--- config.mk ---
export PLATFORM = sky130hd
export DESIGN_NAME = ber_real_binary_encoder
export DESIGN_NICKNAME = d
export VERILOG_FILES = /design/src/hdl/ber_pkg.sv /design/src/hdl/ber_shift.sv /design/src/hdl/ber_emit.sv /design/src/hdl/ber_real_binary_encoder.sv
export SDC_FILE = /design/constraint.sdc
export NUM_CORES = 1
export LEC_CHECK = 0
export BUFFER_PORTS_ARGS = -buffer_cell sky130_fd_sc_hd__buf_2
export CORE_MARGIN = 3
export CORE_UTILIZATION = 40
export CTS_BUF_LIST = sky130_fd_sc_hd__clkbuf_8
export CTS_CLUSTER_SIZE = 40
export DETAILED_ROUTE_END_ITERATION = 16
export PLACE_DENSITY_LB_ADDON = 0.05
export REMOVE_ABC_BUFFERS = 1
export SETUP_SLACK_MARGIN = 0.3
export SYNTH_ARGS = -nofsm -noshare
export SYNTH_HDL_FRONTEND = slang
export SYNTH_SLANG_ARGS = --single-unit
--- constraint.sdc ---
create_clock -name i_clk -period 6.8 [get_ports i_clk]
set_clock_uncertainty 0.1 [all_clocks]
set_input_delay 1.02 -clock i_clk [delete_from_list [all_inputs] [get_ports i_clk]]
set_output_delay 1.02 -clock i_clk [all_outputs]
set_load 0.02 [all_outputs]
--- src/hdl/ber_pkg.sv ---
package ber_pkg;

    localparam logic [7:0]  HDR_BINARY    = 8'h80;
    localparam logic [7:0]  HDR_SIGN      = 8'h40;
    localparam logic [7:0]  HDR_EXP_LONG  = 8'h01;
    localparam logic [7:0]  OCT_PLUS_INF  = 8'h40;
    localparam logic [7:0]  OCT_MINUS_INF = 8'h41;
    localparam logic [10:0] BEXP_SPECIAL  = 11'h7ff;
    localparam logic [11:0] EXP_BIAS_ADJ  = 12'd1075;
    localparam logic [2:0]  MANT_OCTETS   = 3'd7;

    typedef enum logic [1:0] {
        K_ZERO        = 2'd0,
        K_PLUS_INF    = 2'd1,
        K_MINUS_INF   = 2'd2,
        K_FINITE      = 2'd3
    } t_kind;

    typedef struct packed {
        logic load;
        logic shift_oct;
        logic shift_bit;
    } t_shift_ctl;

    typedef struct packed {
        logic  oct_low_zero;
        logic  bit_low_zero;
        logic  mlen_one;
        t_kind kind;
    } t_shift_stat;

    typedef struct packed {
        t_kind        kind;
        logic         sign;
        logic [11:0]  exp;
        logic [55:0]  mant;
        logic [2:0]   mlen;
    } t_enc;

endpackage

--- src/hdl/ber_shift.sv ---
module ber_shift (
    input  logic                 i_clk,
    input  logic [63:0]          i_bits,
    input  ber_pkg::t_shift_ctl  i_ctl,
    output ber_pkg::t_shift_stat o_stat,
    output ber_pkg::t_enc        o_enc
);
    import ber_pkg::*;

    logic [55:0] r_mant;
    logic [11:0] r_exp;
    logic [2:0]  r_mlen;
    logic        r_sign;
    t_kind       r_kind;

    logic [10:0] w_bexp;
    logic [51:0] w_frac;
    logic [10:0] w_bexp_eff;
    logic [11:0] w_exp0;
    logic [11:0] w_exp_inc;
    logic [11:0] w_exp_sum;
    t_kind       w_kind;

    always_comb begin
        w_bexp     = i_bits[62:52];
        w_frac     = i_bits[51:0];
        w_bexp_eff = (w_bexp == 11'd0) ? 11'd1 : w_bexp;
        w_exp0     = {1'b0, w_bexp_eff} - EXP_BIAS_ADJ;
        if (i_bits[62:0] == 63'd0) begin
            w_kind = K_ZERO;
        end else if (w_bexp == BEXP_SPECIAL) begin
            w_kind = (w_frac == 52'd0 && !i_bits[63]) ? K_PLUS_INF : K_MINUS_INF;
        end else begin
            w_kind = K_FINITE;
        end
        w_exp_inc = i_ctl.shift_oct ? 12'd8 : 12'd1;
        w_exp_sum = r_exp + w_exp_inc;
    end

    always_ff @(posedge i_clk) begin
        if (i_ctl.load) begin
            r_mant <= {3'b000, (w_bexp != 11'd0), w_frac};
            r_exp  <= w_exp0;
            r_mlen <= MANT_OCTETS;
            r_sign <= i_bits[63];
            r_kind <= w_kind;
        end else if (i_ctl.shift_oct) begin
            r_mant <= {8'h00, r_mant[55:8]};
            r_exp  <= w_exp_sum;
            r_mlen <= r_mlen - 3'd1;
        end else if (i_ctl.shift_bit) begin
            r_mant <= {1'b0, r_mant[55:1]};
            r_exp  <= w_exp_sum;
        end
    end

    assign o_stat.oct_low_zero = (r_mant[7:0] == 8'h00);
    assign o_stat.bit_low_zero = !r_mant[0];
    assign o_stat.mlen_one     = (r_mlen == 3'd1);
    assign o_stat.kind         = r_kind;

    assign o_enc.kind = r_kind;
    assign o_enc.sign = r_sign;
    assign o_enc.exp  = r_exp;
    assign o_enc.mant = r_mant;
    assign o_enc.mlen = r_mlen;

endmodule

--- src/hdl/ber_emit.sv ---
module ber_emit (
    input  logic          i_clk,
    input  ber_pkg::t_enc i_enc,
    input  logic          i_clear,
    input  logic          i_advance,
    output logic [7:0]    o_octet,
    output logic          o_last,
    output logic          o_empty_res,
    output logic [3:0]    o_content_length
);
    import ber_pkg::*;

    logic [3:0] r_idx;

    logic       w_short;
    logic [3:0] w_nhdr;
    logic [3:0] w_len;
    logic [3:0] w_j;
    logic [2:0] w_pos;
    logic [7:0] w_mant_oct;
    logic [7:0] w_exp_hi;
    logic [7:0] w_header;

    always_comb begin
        w_short  = (i_enc.exp[11:7] == 5'b00000) || (i_enc.exp[11:7] == 5'b11111);
        w_nhdr   = w_short ? 4'd2 : 4'd3;
        w_exp_hi = {{4{i_enc.exp[11]}}, i_enc.exp[11:8]};
        w_header = HDR_BINARY | (i_enc.sign ? HDR_SIGN : 8'h00)
                 | (w_short ? 8'h00 : HDR_EXP_LONG);
        w_j      = r_idx - w_nhdr;
        w_pos    = i_enc.mlen - 3'd1 - w_j[2:0];
        unique case (w_pos)
            3'd0:    w_mant_oct = i_enc.mant[7:0];
            3'd1:    w_mant_oct = i_enc.mant[15:8];
            3'd2:    w_mant_oct = i_enc.mant[23:16];
            3'd3:    w_mant_oct = i_enc.mant[31:24];
            3'd4:    w_mant_oct = i_enc.mant[39:32];
            3'd5:    w_mant_oct = i_enc.mant[47:40];
            3'd6:    w_mant_oct = i_enc.mant[55:48];
            default: w_mant_oct = 8'h00;
        endcase

        unique case (i_enc.kind)
            K_ZERO: begin
                w_len   = 4'd0;
                o_octet = 8'h00;
            end
            K_PLUS_INF: begin
                w_len   = 4'd1;
                o_octet = OCT_PLUS_INF;
            end
            K_MINUS_INF: begin
                w_len   = 4'd1;
                o_octet = OCT_MINUS_INF;
            end
            default: begin
                w_len = w_nhdr + {1'b0, i_enc.mlen};
                priority if (r_idx == 4'd0) begin
                    o_octet = w_header;
                end else if (r_idx == 4'd1) begin
                    o_octet = w_short ? i_enc.exp[7:0] : w_exp_hi;
                end else if (r_idx == 4'd2 && !w_short) begin
                    o_octet = i_enc.exp[7:0];
                end else begin
                    o_octet = w_mant_oct;
                end
            end
        endcase

        o_empty_res      = (i_enc.kind == K_ZERO);
        o_last           = (i_enc.kind == K_ZERO) || (r_idx == w_len - 4'd1);
        o_content_length = w_len;
    end

    always_ff @(posedge i_clk) begin
        if (i_clear) begin
            r_idx <= 4'd0;
        end else if (i_advance) begin
            r_idx <= r_idx + 4'd1;
        end
    end

endmodule

--- src/hdl/ber_real_binary_encoder.sv ---
// Accepts one binary64 word, normalizes it in a shared shift unit, then sends octets.
// Finite values go through a octet shifts (0..6) and b bit shifts (0..7) in the shift unit,
// then n content octets (3..10); zero, infinity and NaN skip the shifts.
// The first octet is offered in S_EMIT, after S_OCT and, for finite values, S_BIT.
// Synchronous active-low reset returns the sequencer to idle with no word pending.
module ber_real_binary_encoder (
    input  logic        i_clk,
    input  logic        i_rst_n,
    input  logic        i_valid,
    output logic        o_ready,
    input  logic [63:0] i_value_bits,
    output logic        o_valid,
    input  logic        i_ready,
    output logic [7:0]  o_octet,
    output logic        o_last,
    output logic        o_empty_res,
    output logic [3:0]  o_content_length
);
    import ber_pkg::*;

    typedef enum logic [3:0] {
        S_IDLE = 4'b0001,
        S_OCT  = 4'b0010,
        S_BIT  = 4'b0100,
        S_EMIT = 4'b1000
    } t_state;

    t_state      r_state;
    t_state      n_state;
    t_shift_ctl  w_ctl;
    t_shift_stat w_stat;
    t_enc        w_enc;
    logic        w_in_acc;
    logic        w_out_acc;

    assign o_ready   = (r_state == S_IDLE);
    assign o_valid   = (r_state == S_EMIT);
    assign w_in_acc  = i_valid && o_ready;
    assign w_out_acc = o_valid && i_ready;

    always_comb begin
        w_ctl.load      = w_in_acc;
        w_ctl.shift_oct = (r_state == S_OCT) && (w_stat.kind == K_FINITE)
                        && w_stat.oct_low_zero && !w_stat.mlen_one;
        w_ctl.shift_bit = (r_state == S_BIT) && w_stat.bit_low_zero;
        n_state = r_state;
        unique case (r_state)
            S_IDLE: begin
                if (w_in_acc) begin
                    n_state = S_OCT;
                end
            end
            S_OCT: begin
                if (w_stat.kind != K_FINITE) begin
                    n_state = S_EMIT;
                end else if (!w_ctl.shift_oct) begin
                    n_state = S_BIT;
                end
            end
            S_BIT: begin
                if (!w_stat.bit_low_zero) begin
                    n_state = S_EMIT;
                end
            end
            S_EMIT: begin
                if (w_out_acc && o_last) begin
                    n_state = S_IDLE;
                end
            end
            default: n_state = S_IDLE;
        endcase
    end

    always_ff @(posedge i_clk) begin
        if (!i_rst_n) begin
            r_state <= S_IDLE;
        end else begin
            r_state <= n_state;
        end
    end

    ber_shift u_shift (
        .i_clk  (i_clk),
        .i_bits (i_value_bits),
        .i_ctl  (w_ctl),
        .o_stat (w_stat),
        .o_enc  (w_enc)
    );

    ber_emit u_emit (
        .i_clk            (i_clk),
        .i_enc            (w_enc),
        .i_clear          (w_in_acc),
        .i_advance        (w_out_acc),
        .o_octet          (o_octet),
        .o_last           (o_last),
        .o_empty_res      (o_empty_res),
        .o_content_length (o_content_length)
    );

endmodule

==> reports/results.env, run 1 <==
POSTLAYOUTCOREUTIL_PCT=46.4
AVGVIACOUNTPERCELL=5.66
CRIT_PATH_MAX_FANOUT=11
CAP_VIOLATIONS=0
RR_STARTPOINT='u_shift.r_kind[1]$_SDFFCE_PN0P_'
NETS=785
COUNT_OF_INSERTED_ANTENNA_DIODE_CELLS=0
DIE_W_UM=123
CTS_HTREE_LEVELS=3
TRITONCTS.NUM_BUFFERS=9
PEAK_SUPPLY_DROP_mV=0.0984
CLK_PIN_SLEW_WORST_PATHS_PS=80
SYNTH_WARNINGS=0
GRT_SETUP_UNREPAIRED='no'
P_TOTAL_mW=1.27
ROUTEDWLPERCELL_UM=18.0
SETUP_VIOL=0
GRT-OVFL-TOTAL=0
INSERTION_DELAY_PS=370
STATUS='completed'
MIN_DELAY_WORST_ENDPOINT='u_shift.r_mlen[1]$_SDFFE_PP1P_'
FILLERS=1396
SYNTH_TOP_AREA_CELL='sky130_fd_sc_hd__edfxtp_1'
POST_SYNTH_EDFFS=68
FINAL_COMMON_CELL='sky130_fd_sc_hd__nand2_1'
YOSYS_REGISTER_BITS=79
HOLD-PATH-CELL-COUNT=1
ROWS=42
LAYOUT-DRIVE-GT1-SHARE_PCT=17.7
FLOORPLAN.DIE_AREA_UM2=15200
FINAL_ANTENNA_NET_COUNT=0
DRC_ERRORS=0
HOLD_CLASS='reg2reg'
SEQ_AREA_FRAC_SYNTH_PCT=41.1
WIRE_LENGTH_OF_THE_FIRST_GLOBAL_ROUTING_PASS_UM=24700
AREA_DELTA_SYNTH_FINAL_PCT=12.6
WORST_REG_TO_REG_PATH_CELL_COUNT=11
MAPPEDNETLISTAREA_UM2=5510
POWER.DENSITY_nW_PER_UM2=205
DETAILED_PLACE.AREA_UM2=6020
GP_CONGESTION=0.855
MAX_FCLK_MHz=175
POST_CTS_RESIZE_COUNT=0
FF2FF_SETUP_SLACK_PS=3160
WORST_PIN_SLEW_PS=936
HEIGHT_OF_THE_CHIP_UM=123
DETAIL_ROUTE.FIRST_PASS.ITERATIONS=4
FINALCRITICALPERIOD_PS=5700
VIA_COUNT=4966
GRT.TOTAL_USAGE_PCT=21.3
MAX-SLEW-MARGIN-REL_PCT=37.6
POST_CTS.REPAIR.SETUP_BUFFERS=0
WORSTPATHARRIVAL_PS=4580
POST_SYNTH.CELL_AREA_AVG_UM2=8.63
WL_UM=15800
SYNTH_ASYNC_SR_FLOP_SHARE_PCT=0
DRT-INITIAL-DRC-COUNT=435
NUM_IO_PINS=84
HOLD_VIOL_FINAL=0
SYNTHDISTINCTLIBCELLS=60
CTS.SINK_COUNT=79
HOLDBUFCOUNTCTS=0
POST-SYNTH-TOP-AREA-FRACTION_PCT=37.1
P_LEAK_nW=2.52
WORSTSETUPPATHTYPE='reg2out'
WORSTHOLDSTART='u_shift.r_mlen[1]$_SDFFE_PP1P_'
LAYOUT.CELLS.MOST_COMMON_LIST='sky130_fd_sc_hd__nand2_1 (136), sky130_fd_sc_hd__buf_2 (83), sky130_fd_sc_hd__edfxtp_1 (68)'
YS_TOP_CELLS_BY_AREA='sky130_fd_sc_hd__edfxtp_1 (37%), sky130_fd_sc_hd__nand2_1 (9.3%), sky130_fd_sc_hd__a31oi_1 (5.2%), sky130_fd_sc_hd__nor2_1 (4.5%), sky130_fd_sc_hd__ha_1 (4.3%)'
FLOORPLAN.INITIALDENSITY_PCT=41.3
FINALWORSTSETUPSLACK_PS=1100
FINALINSTANCEAREA_UM2=6200
CTS.PATH.MAX_BUFFERS=2
CORE_UM2=13300
NUMBER_OF_GLOBAL_ROUTE_VIAS_BEFORE_REPAIR=4573
YOSYS_MOST_USED_DFF='sky130_fd_sc_hd__edfxtp_1'
POST-ROUTE-PERIOD-UTIL_PCT=83.8
RR_ENDPOINT='u_shift.r_exp[10]$_DFFE_PP_'
CP.REQUIRED_PS=5680
PRE_CTS_SLACK_PS=1510
LARGEST_NET_DEGREE_AT_THE_START_OF_GLOBAL_ROUTING=85
CTS_TREE='yes'
GRT_ANTENNA_BEFORE_REPAIR=0
SLEW_VIOLATIONS=0
FINALSETUPTNS_PS=0
IO_BUFFER_COUNT=83
PLACE.DETAILED.HPWL_UM=11800
WORSTSETUPSTARTPOINTTYPE='flop'
CTS_ROOT_BUFFER='sky130_fd_sc_hd__clkbuf_8'
SYNTHESIS.INSTANCES=638
CRITPATHCAPTURETYPE='primary output'
critical path, cell delays in order, from the launching register on:
cell	delay [ps]
sky130_fd_sc_hd__edfxtp_1	480
sky130_fd_sc_hd__or4_4	580
sky130_fd_sc_hd__mux2i_4	290
sky130_fd_sc_hd__ha_1	290
sky130_fd_sc_hd__inv_1	50
sky130_fd_sc_hd__ha_1	130
sky130_fd_sc_hd__inv_1	50
sky130_fd_sc_hd__fa_1	400
sky130_fd_sc_hd__xnor2_2	390
sky130_fd_sc_hd__xor2_2	550
sky130_fd_sc_hd__a221oi_1	110
sky130_fd_sc_hd__nor3_1	240
sky130_fd_sc_hd__a21oi_1	70
sky130_fd_sc_hd__a221oi_1	350
sky130_fd_sc_hd__buf_2	240
layout make-up:
class / instances / area [um2] / share of cell area (%)
clock inverter: 7 / 56.3 / 0.908
sequential: 79 / 2260 / 36.5
timing repair buffer: 88 / 453 / 7.31
clock buffer: 9 / 124 / 2.00
multi-input combinational: 502 / 3020 / 48.7
inverter: 17 / 63.8 / 1.03
tap: 176 / 220 / 3.55
Yosys cell counts, drive strengths merged, types with 2 or more instances:
cell type and count:
nand2 137, edfxtp 68, nor2 67, a31oi 46, o21ai 38, clkbuf 33, a21oi 24, nor4 22
ha 19, xnor2 19, inv 17, nand3 15, mux2i 13, nor3 13, xor2 13, dfxtp 11
buf 7, nand4 6, a211oi 5, a21o 5, and2 4, mux2 4, nand2b 4, nor3b 4
a221oi 3, and3 3, mux4 3, nand3b 3, nor2b 3, o32ai 3, a21boi 2, nor4b 2
o211ai 2, o31ai 2, or2 2, or3 2, or4 2
state kept, by name, indices dropped and copies added, names as in the netlist:
signal / count
u_shift.r_mant: 53
u_shift.r_exp: 12
r_state: 4
u_emit.r_idx: 4
u_shift.r_mlen: 3
u_shift.r_kind: 2
u_shift.r_sign: 1
kinds of logic after synthesis:
| kind of cell | share of synthesized area [%] |
|---|---|
| multiplexers | 4.64 |
| AO/OA/AOI/OAI | 15.5 |
| adder cells (fa/ha/maj) | 4.68 |
| XOR/XNOR | 5.93 |
| flip-flops | 41.1 |
| buffers and inverters | 4.41 |
| AND/OR/NAND/NOR | 23.7 |
metal layers:
metal / vias up / track usage [%] / part of all wire [%] / wire [um]
met2: 159 / 31.7 / 45 / 7060
met5: - / 0 / 0 / 0
met4: 0 / 7.06 / 1.8 / 285
met1: 2364 / 31.7 / 48 / 7530
met3: 23 / 3.06 / 6.1 / 963
li1: 2420 / - / - / -
report_power, final:
group	switching (mW)	internal, mW	leakage, nW
Clock	0.180	0.163	0.0943
Sequential	0.0631	0.608	0.725
Combinational	0.155	0.102	1.70
worst max-delay path by stage:
| stage | from | to | slack [ps] | cells past startpoint |
|---|---|---|---|---|
| 2_1_floorplan | i_valid | u_shift.r_exp[0]$_DFFE_PP_ | 1130 | 2 |
| 3_3_place_gp | u_shift.r_exp[9]$_DFFE_PP_ | o_octet[4] | 1590 | 14 |
| 3_5_place_dp | u_shift.r_exp[9]$_DFFE_PP_ | o_octet[4] | 1510 | 14 |
| 4_1_cts | u_shift.r_exp[9]$_DFFE_PP_ | o_octet[4] | 1080 | 14 |
| 5_1_grt | u_shift.r_exp[7]$_DFFE_PP_ | o_octet[4] | 890 | 14 |
| 6_report | u_shift.r_exp[9]$_DFFE_PP_ | o_octet[4] | 1100 | 14 |
metrics by stage:
stage	instances	hold WS [ps]
2_1_floorplan	598	359
3_3_place_gp	862	398
3_5_place_dp	862	411
4_1_cts	878	430
5_1_grt	878	442
6_report	878	418
Power figures use the tool's default switching activity.
==> run 2: changes to the inputs <==
==> constraint.sdc (replaced) <==
create_clock -name i_clk -period 4.7 [get_ports i_clk]
set_clock_uncertainty 0.1 [all_clocks]
set_input_delay 0.705 -clock i_clk [delete_from_list [all_inputs] [get_ports i_clk]]
set_output_delay 0.705 -clock i_clk [all_outputs]
set_load 0.02 [all_outputs]
==> run 2 against run 1 <==
  * Combinational power up 67%
  * First-iteration DRC count fell by 2.3%
  * Clock power rose by 66%
  * Final cell count up 3.5%
  * Die area is the same
  * Critical path type unchanged
  * Critical endpoint is now o_octet[0]
  * Sequential share of layout area fell by 3.3 points
  * Total power grew 55%
  * Wire length rose by 4.5%
  * Largest cell class unchanged
  * Flip-flop and latch count unchanged
  * Via count grew 1.9%
  * Core utilization is 4.6 points higher
  * Sequential power up 44%
==> reports/results.env, run 2 (synthesis results as in run 1) <==
WORSTHOLDSTART='u_shift.r_mlen[1]$_SDFFE_PP1P_'  # unchanged
TRITONCTS.NUM_BUFFERS=9  # unchanged
RR_ENDPOINT='r_state[3]$_SDFFE_PN0P_'  # was u_shift.r_exp[10]$_DFFE_PP_
PEAK_SUPPLY_DROP_mV=0.224  # was 0.0984 mV
RR_STARTPOINT='u_shift.r_exp[9]$_DFFE_PP_'  # was u_shift.r_kind[1]$_SDFFCE_PN0P_
FLOORPLAN.DIE_AREA_UM2=15200  # unchanged
CTS_HTREE_LEVELS=3  # unchanged
TIMING.HOLD.WS_PS=426  # was 418 ps
INSERTION_DELAY_PS=380  # was 370 ps
HEIGHT_OF_THE_CHIP_UM=123  # unchanged
GRT_ANTENNA_BEFORE_REPAIR=0  # unchanged
SLEW_VIOLATIONS=0  # unchanged
NETS=816  # was 785
P_LEAK_nW=2.75  # was 2.52 nW
LARGEST_NET_DEGREE_AT_THE_START_OF_GLOBAL_ROUTING=99  # was 85
SLOWEST_STAGE='sky130_fd_sc_hd__or4_4'  # unchanged
MAX-SLEW-MARGIN-REL_PCT=38.1  # was 37.6%
LARGEST_REGISTER_FFS=53  # unchanged
INSTANCES_NO_FILL=909  # was 878
AVGVIACOUNTPERCELL=5.57  # was 5.66
GRT.TOTAL_USAGE_PCT=21.8  # was 21.3%
POSTLAYOUTCOREUTIL_PCT=51.0  # was 46.4%
WIRE_LENGTH_OF_THE_FIRST_GLOBAL_ROUTING_PASS_UM=25200  # was 24700 um
CTS_TREE='yes'  # unchanged
WORSTSETUPPATHTYPE='reg2out'  # unchanged
DETAIL_ROUTE.FIRST_PASS.ITERATIONS=5  # was 4
HOLD-PATH-CELL-COUNT=1  # unchanged
CTS.SINK_COUNT=79  # unchanged
FLOORPLAN.INITIALDENSITY_PCT=41.3  # unchanged
FINALCRITICALPERIOD_PS=4610
TIMING.CRITICAL_PATH.SLOWEST_CELL_DELAY_PS=560  # was 580 ps
VIA_COUNT=5061  # was 4966
CAP_VIOLATIONS=0  # unchanged
DRC_ERRORS=0  # unchanged
P_TOTAL_mW=1.97  # was 1.27 mW
WORSTPATHARRIVAL_PS=3800  # was 4580 ps
COUNT_OF_INSERTED_ANTENNA_DIODE_CELLS=0  # unchanged
NUM_IO_PINS=84  # unchanged
CRITPATHCAPTURETYPE='primary output'  # unchanged
NUMBER_OF_GLOBAL_ROUTE_VIAS_BEFORE_REPAIR=4679  # was 4573
GRT-OVFL-TOTAL=0  # unchanged
FINALWORSTSETUPSLACK_PS=93.4  # was 1100 ps
ROWS=42  # unchanged
PLACE.DETAILED.HPWL_UM=12000  # was 11800 um
WORSTSETUPSTARTPOINTTYPE='flop'  # unchanged
CTS_ROOT_BUFFER='sky130_fd_sc_hd__clkbuf_8'  # unchanged
WORST_PIN_SLEW_PS=928  # was 936 ps
ROUTEDWLPERCELL_UM=18.2  # was 18.0 um
STATUS='completed'  # unchanged
SETUP_VIOL=0  # unchanged
DRT-INITIAL-DRC-COUNT=425  # was 435
WL_UM=16500  # was 15800 um
HOLD_CLASS='reg2reg'  # unchanged
GP_CONGESTION=0.891  # was 0.855
CRIT_PATH_MAX_FANOUT=6  # was 11
POST-ROUTE-PERIOD-UTIL_PCT=98.0
FF2FF_SETUP_SLACK_PS=920  # was 3160 ps
MAX_FCLK_MHz=217
POWER.DENSITY_nW_PER_UM2=289  # was 205 nW/um2
TOP_REG_BY_FLOPS='u_shift.r_mant'  # unchanged
CTS.PATH.MAX_BUFFERS=2  # unchanged
LAYOUT.CELLS.MOST_COMMON_LIST='sky130_fd_sc_hd__nand2_1 (134), sky130_fd_sc_hd__buf_2 (75), sky130_fd_sc_hd__edfxtp_1 (68)'  # was sky130_fd_sc_hd__nand2_1 (136), sky130_fd_sc_hd__buf_2 (83), sky130_fd_sc_hd__edfxtp_1 (68)
DIE_W_UM=123  # unchanged
CORE_UM2=13300  # unchanged
MIN_DELAY_WORST_ENDPOINT='u_shift.r_mlen[1]$_SDFFE_PP1P_'  # unchanged
GRT_SETUP_UNREPAIRED='yes'  # was no
CP_CELL_INSTANCES='or4_4 -> mux2i_4 -> ha_4 -> inv_4 -> ha_4 -> inv_2 -> fa_2 -> xnor2_4 -> xor2_4 -> buf_12 -> buf_6 -> a221oi_4 -> nor3_2 -> a221o_1 -> buf_6'  # was or4_4 -> mux2i_4 -> ha_1 -> inv_1 -> ha_1 -> inv_1 -> fa_1 -> xnor2_2 -> xor2_2 -> a221oi_1 -> nor3_1 -> a21oi_1 -> a221oi_1 -> buf_2
FINAL_ANTENNA_NET_COUNT=0  # unchanged
FINAL_COMMON_CELL='sky130_fd_sc_hd__nand2_1'  # unchanged
NUMPLACEDINSTANCES=876  # was 862
AREA_DELTA_SYNTH_FINAL_PCT=23.7  # was 12.6%
HOLD_VIOL_FINAL=0  # unchanged
PRE_CTS_SLACK_PS=196  # was 1510 ps
FILLERS=1330  # was 1396
CP.REQUIRED_PS=3890  # was 5680 ps
LAYOUT-DRIVE-GT1-SHARE_PCT=25.5  # was 17.7%
IO_BUFFER_COUNT=83  # unchanged
CLK_PIN_SLEW_WORST_PATHS_PS=80  # about the same
WORST_REG_TO_REG_PATH_CELL_COUNT=21  # was 11
REG.LARGEST.LIST='u_shift.r_mant: 53 flops, u_shift.r_exp: 12 flops'  # unchanged
## run 2: changes by cell type in the layout (fill, tap and decap cells not counted), moves of 4 or more
cell and change:
sky130_fd_sc_hd__buf_2 -8, sky130_fd_sc_hd__ha_1 -5, sky130_fd_sc_hd__ha_4 +4, sky130_fd_sc_hd__buf_4 +21
sky130_fd_sc_hd__buf_6 +15
## run 2: power by group
| group | leakage (nW) | internal, mW | switching (mW) |
|---|---|---|---|
| clock | 0.119 | 0.308 | 0.262 |
| sequential | 0.725 | 0.879 | 0.0877 |
| combinational | 1.90 | 0.181 | 0.249 |
| total | 2.75 | 1.37 | 0.598 |
## run 2: worst max path at each step
stage | slack (ps) | endpoint | start
floorplan | -660 | u_shift.r_exp[0]$_DFFE_PP_ | i_valid
global placement | 230 | o_octet[6] | u_shift.r_exp[9]$_DFFE_PP_
detailed placement | 200 | o_octet[6] | u_shift.r_exp[9]$_DFFE_PP_
CTS | 60 | o_octet[0] | u_shift.r_exp[9]$_DFFE_PP_
global route | -60 | o_octet[0] | u_shift.r_exp[9]$_DFFE_PP_
finish | 90 | o_octet[0] | u_shift.r_exp[9]$_DFFE_PP_
## run 2: per-layer routing
| layer | up-vias | track usage, % | routed length (um) |
|---|---|---|---|
| met2 | 131 | 33.5 | 7640 |
| li1 | 2489 | - | - |
| met5 | - | 0 | 0 |
| met4 | 0 | 5.05 | 247 |
| met3 | 15 | 4.94 | 879 |
| met1 | 2426 | 31.4 | 7780 |
## run 2: through the flow
stage	TNS, ps	area [um2]
after floorplan	-42660	5330
final	0	6810
after CTS	0	6550
after global routing	-203	6810
after global placement	0	6140
after detailed placement	0	6140
## run 2: critical path: cells and delay by family, from the launching register on
family          cells  cell delay (ps)
xor+xnor            2              410
simple gates        2              630
mux                 1              190
compound gates      2              600
fa+ha+maj           3              710
buf+inv             5              490
flops               1              390
## run 2: what timing repair did
item	CTS	global route
endpoints found under the setup margin	8	9
hold buffers	0	0
buffers inserted	6	11
gates resized for setup	26	40
pin swaps	14	13
endpoints found under the hold margin	0	0
## run 2: layout make-up
class | instances | area (um2) | area share (%)
clock buffer | 10 | 138 | 2.02
clock inverter | 6 | 77.6 | 1.14
inverter | 17 | 66.3 | 0.973
multi-input combinational | 502 | 3250 | 47.7
sequential | 79 | 2260 | 33.2
tap | 176 | 220 | 3.23
timing repair buffer | 119 | 800 | 11.7
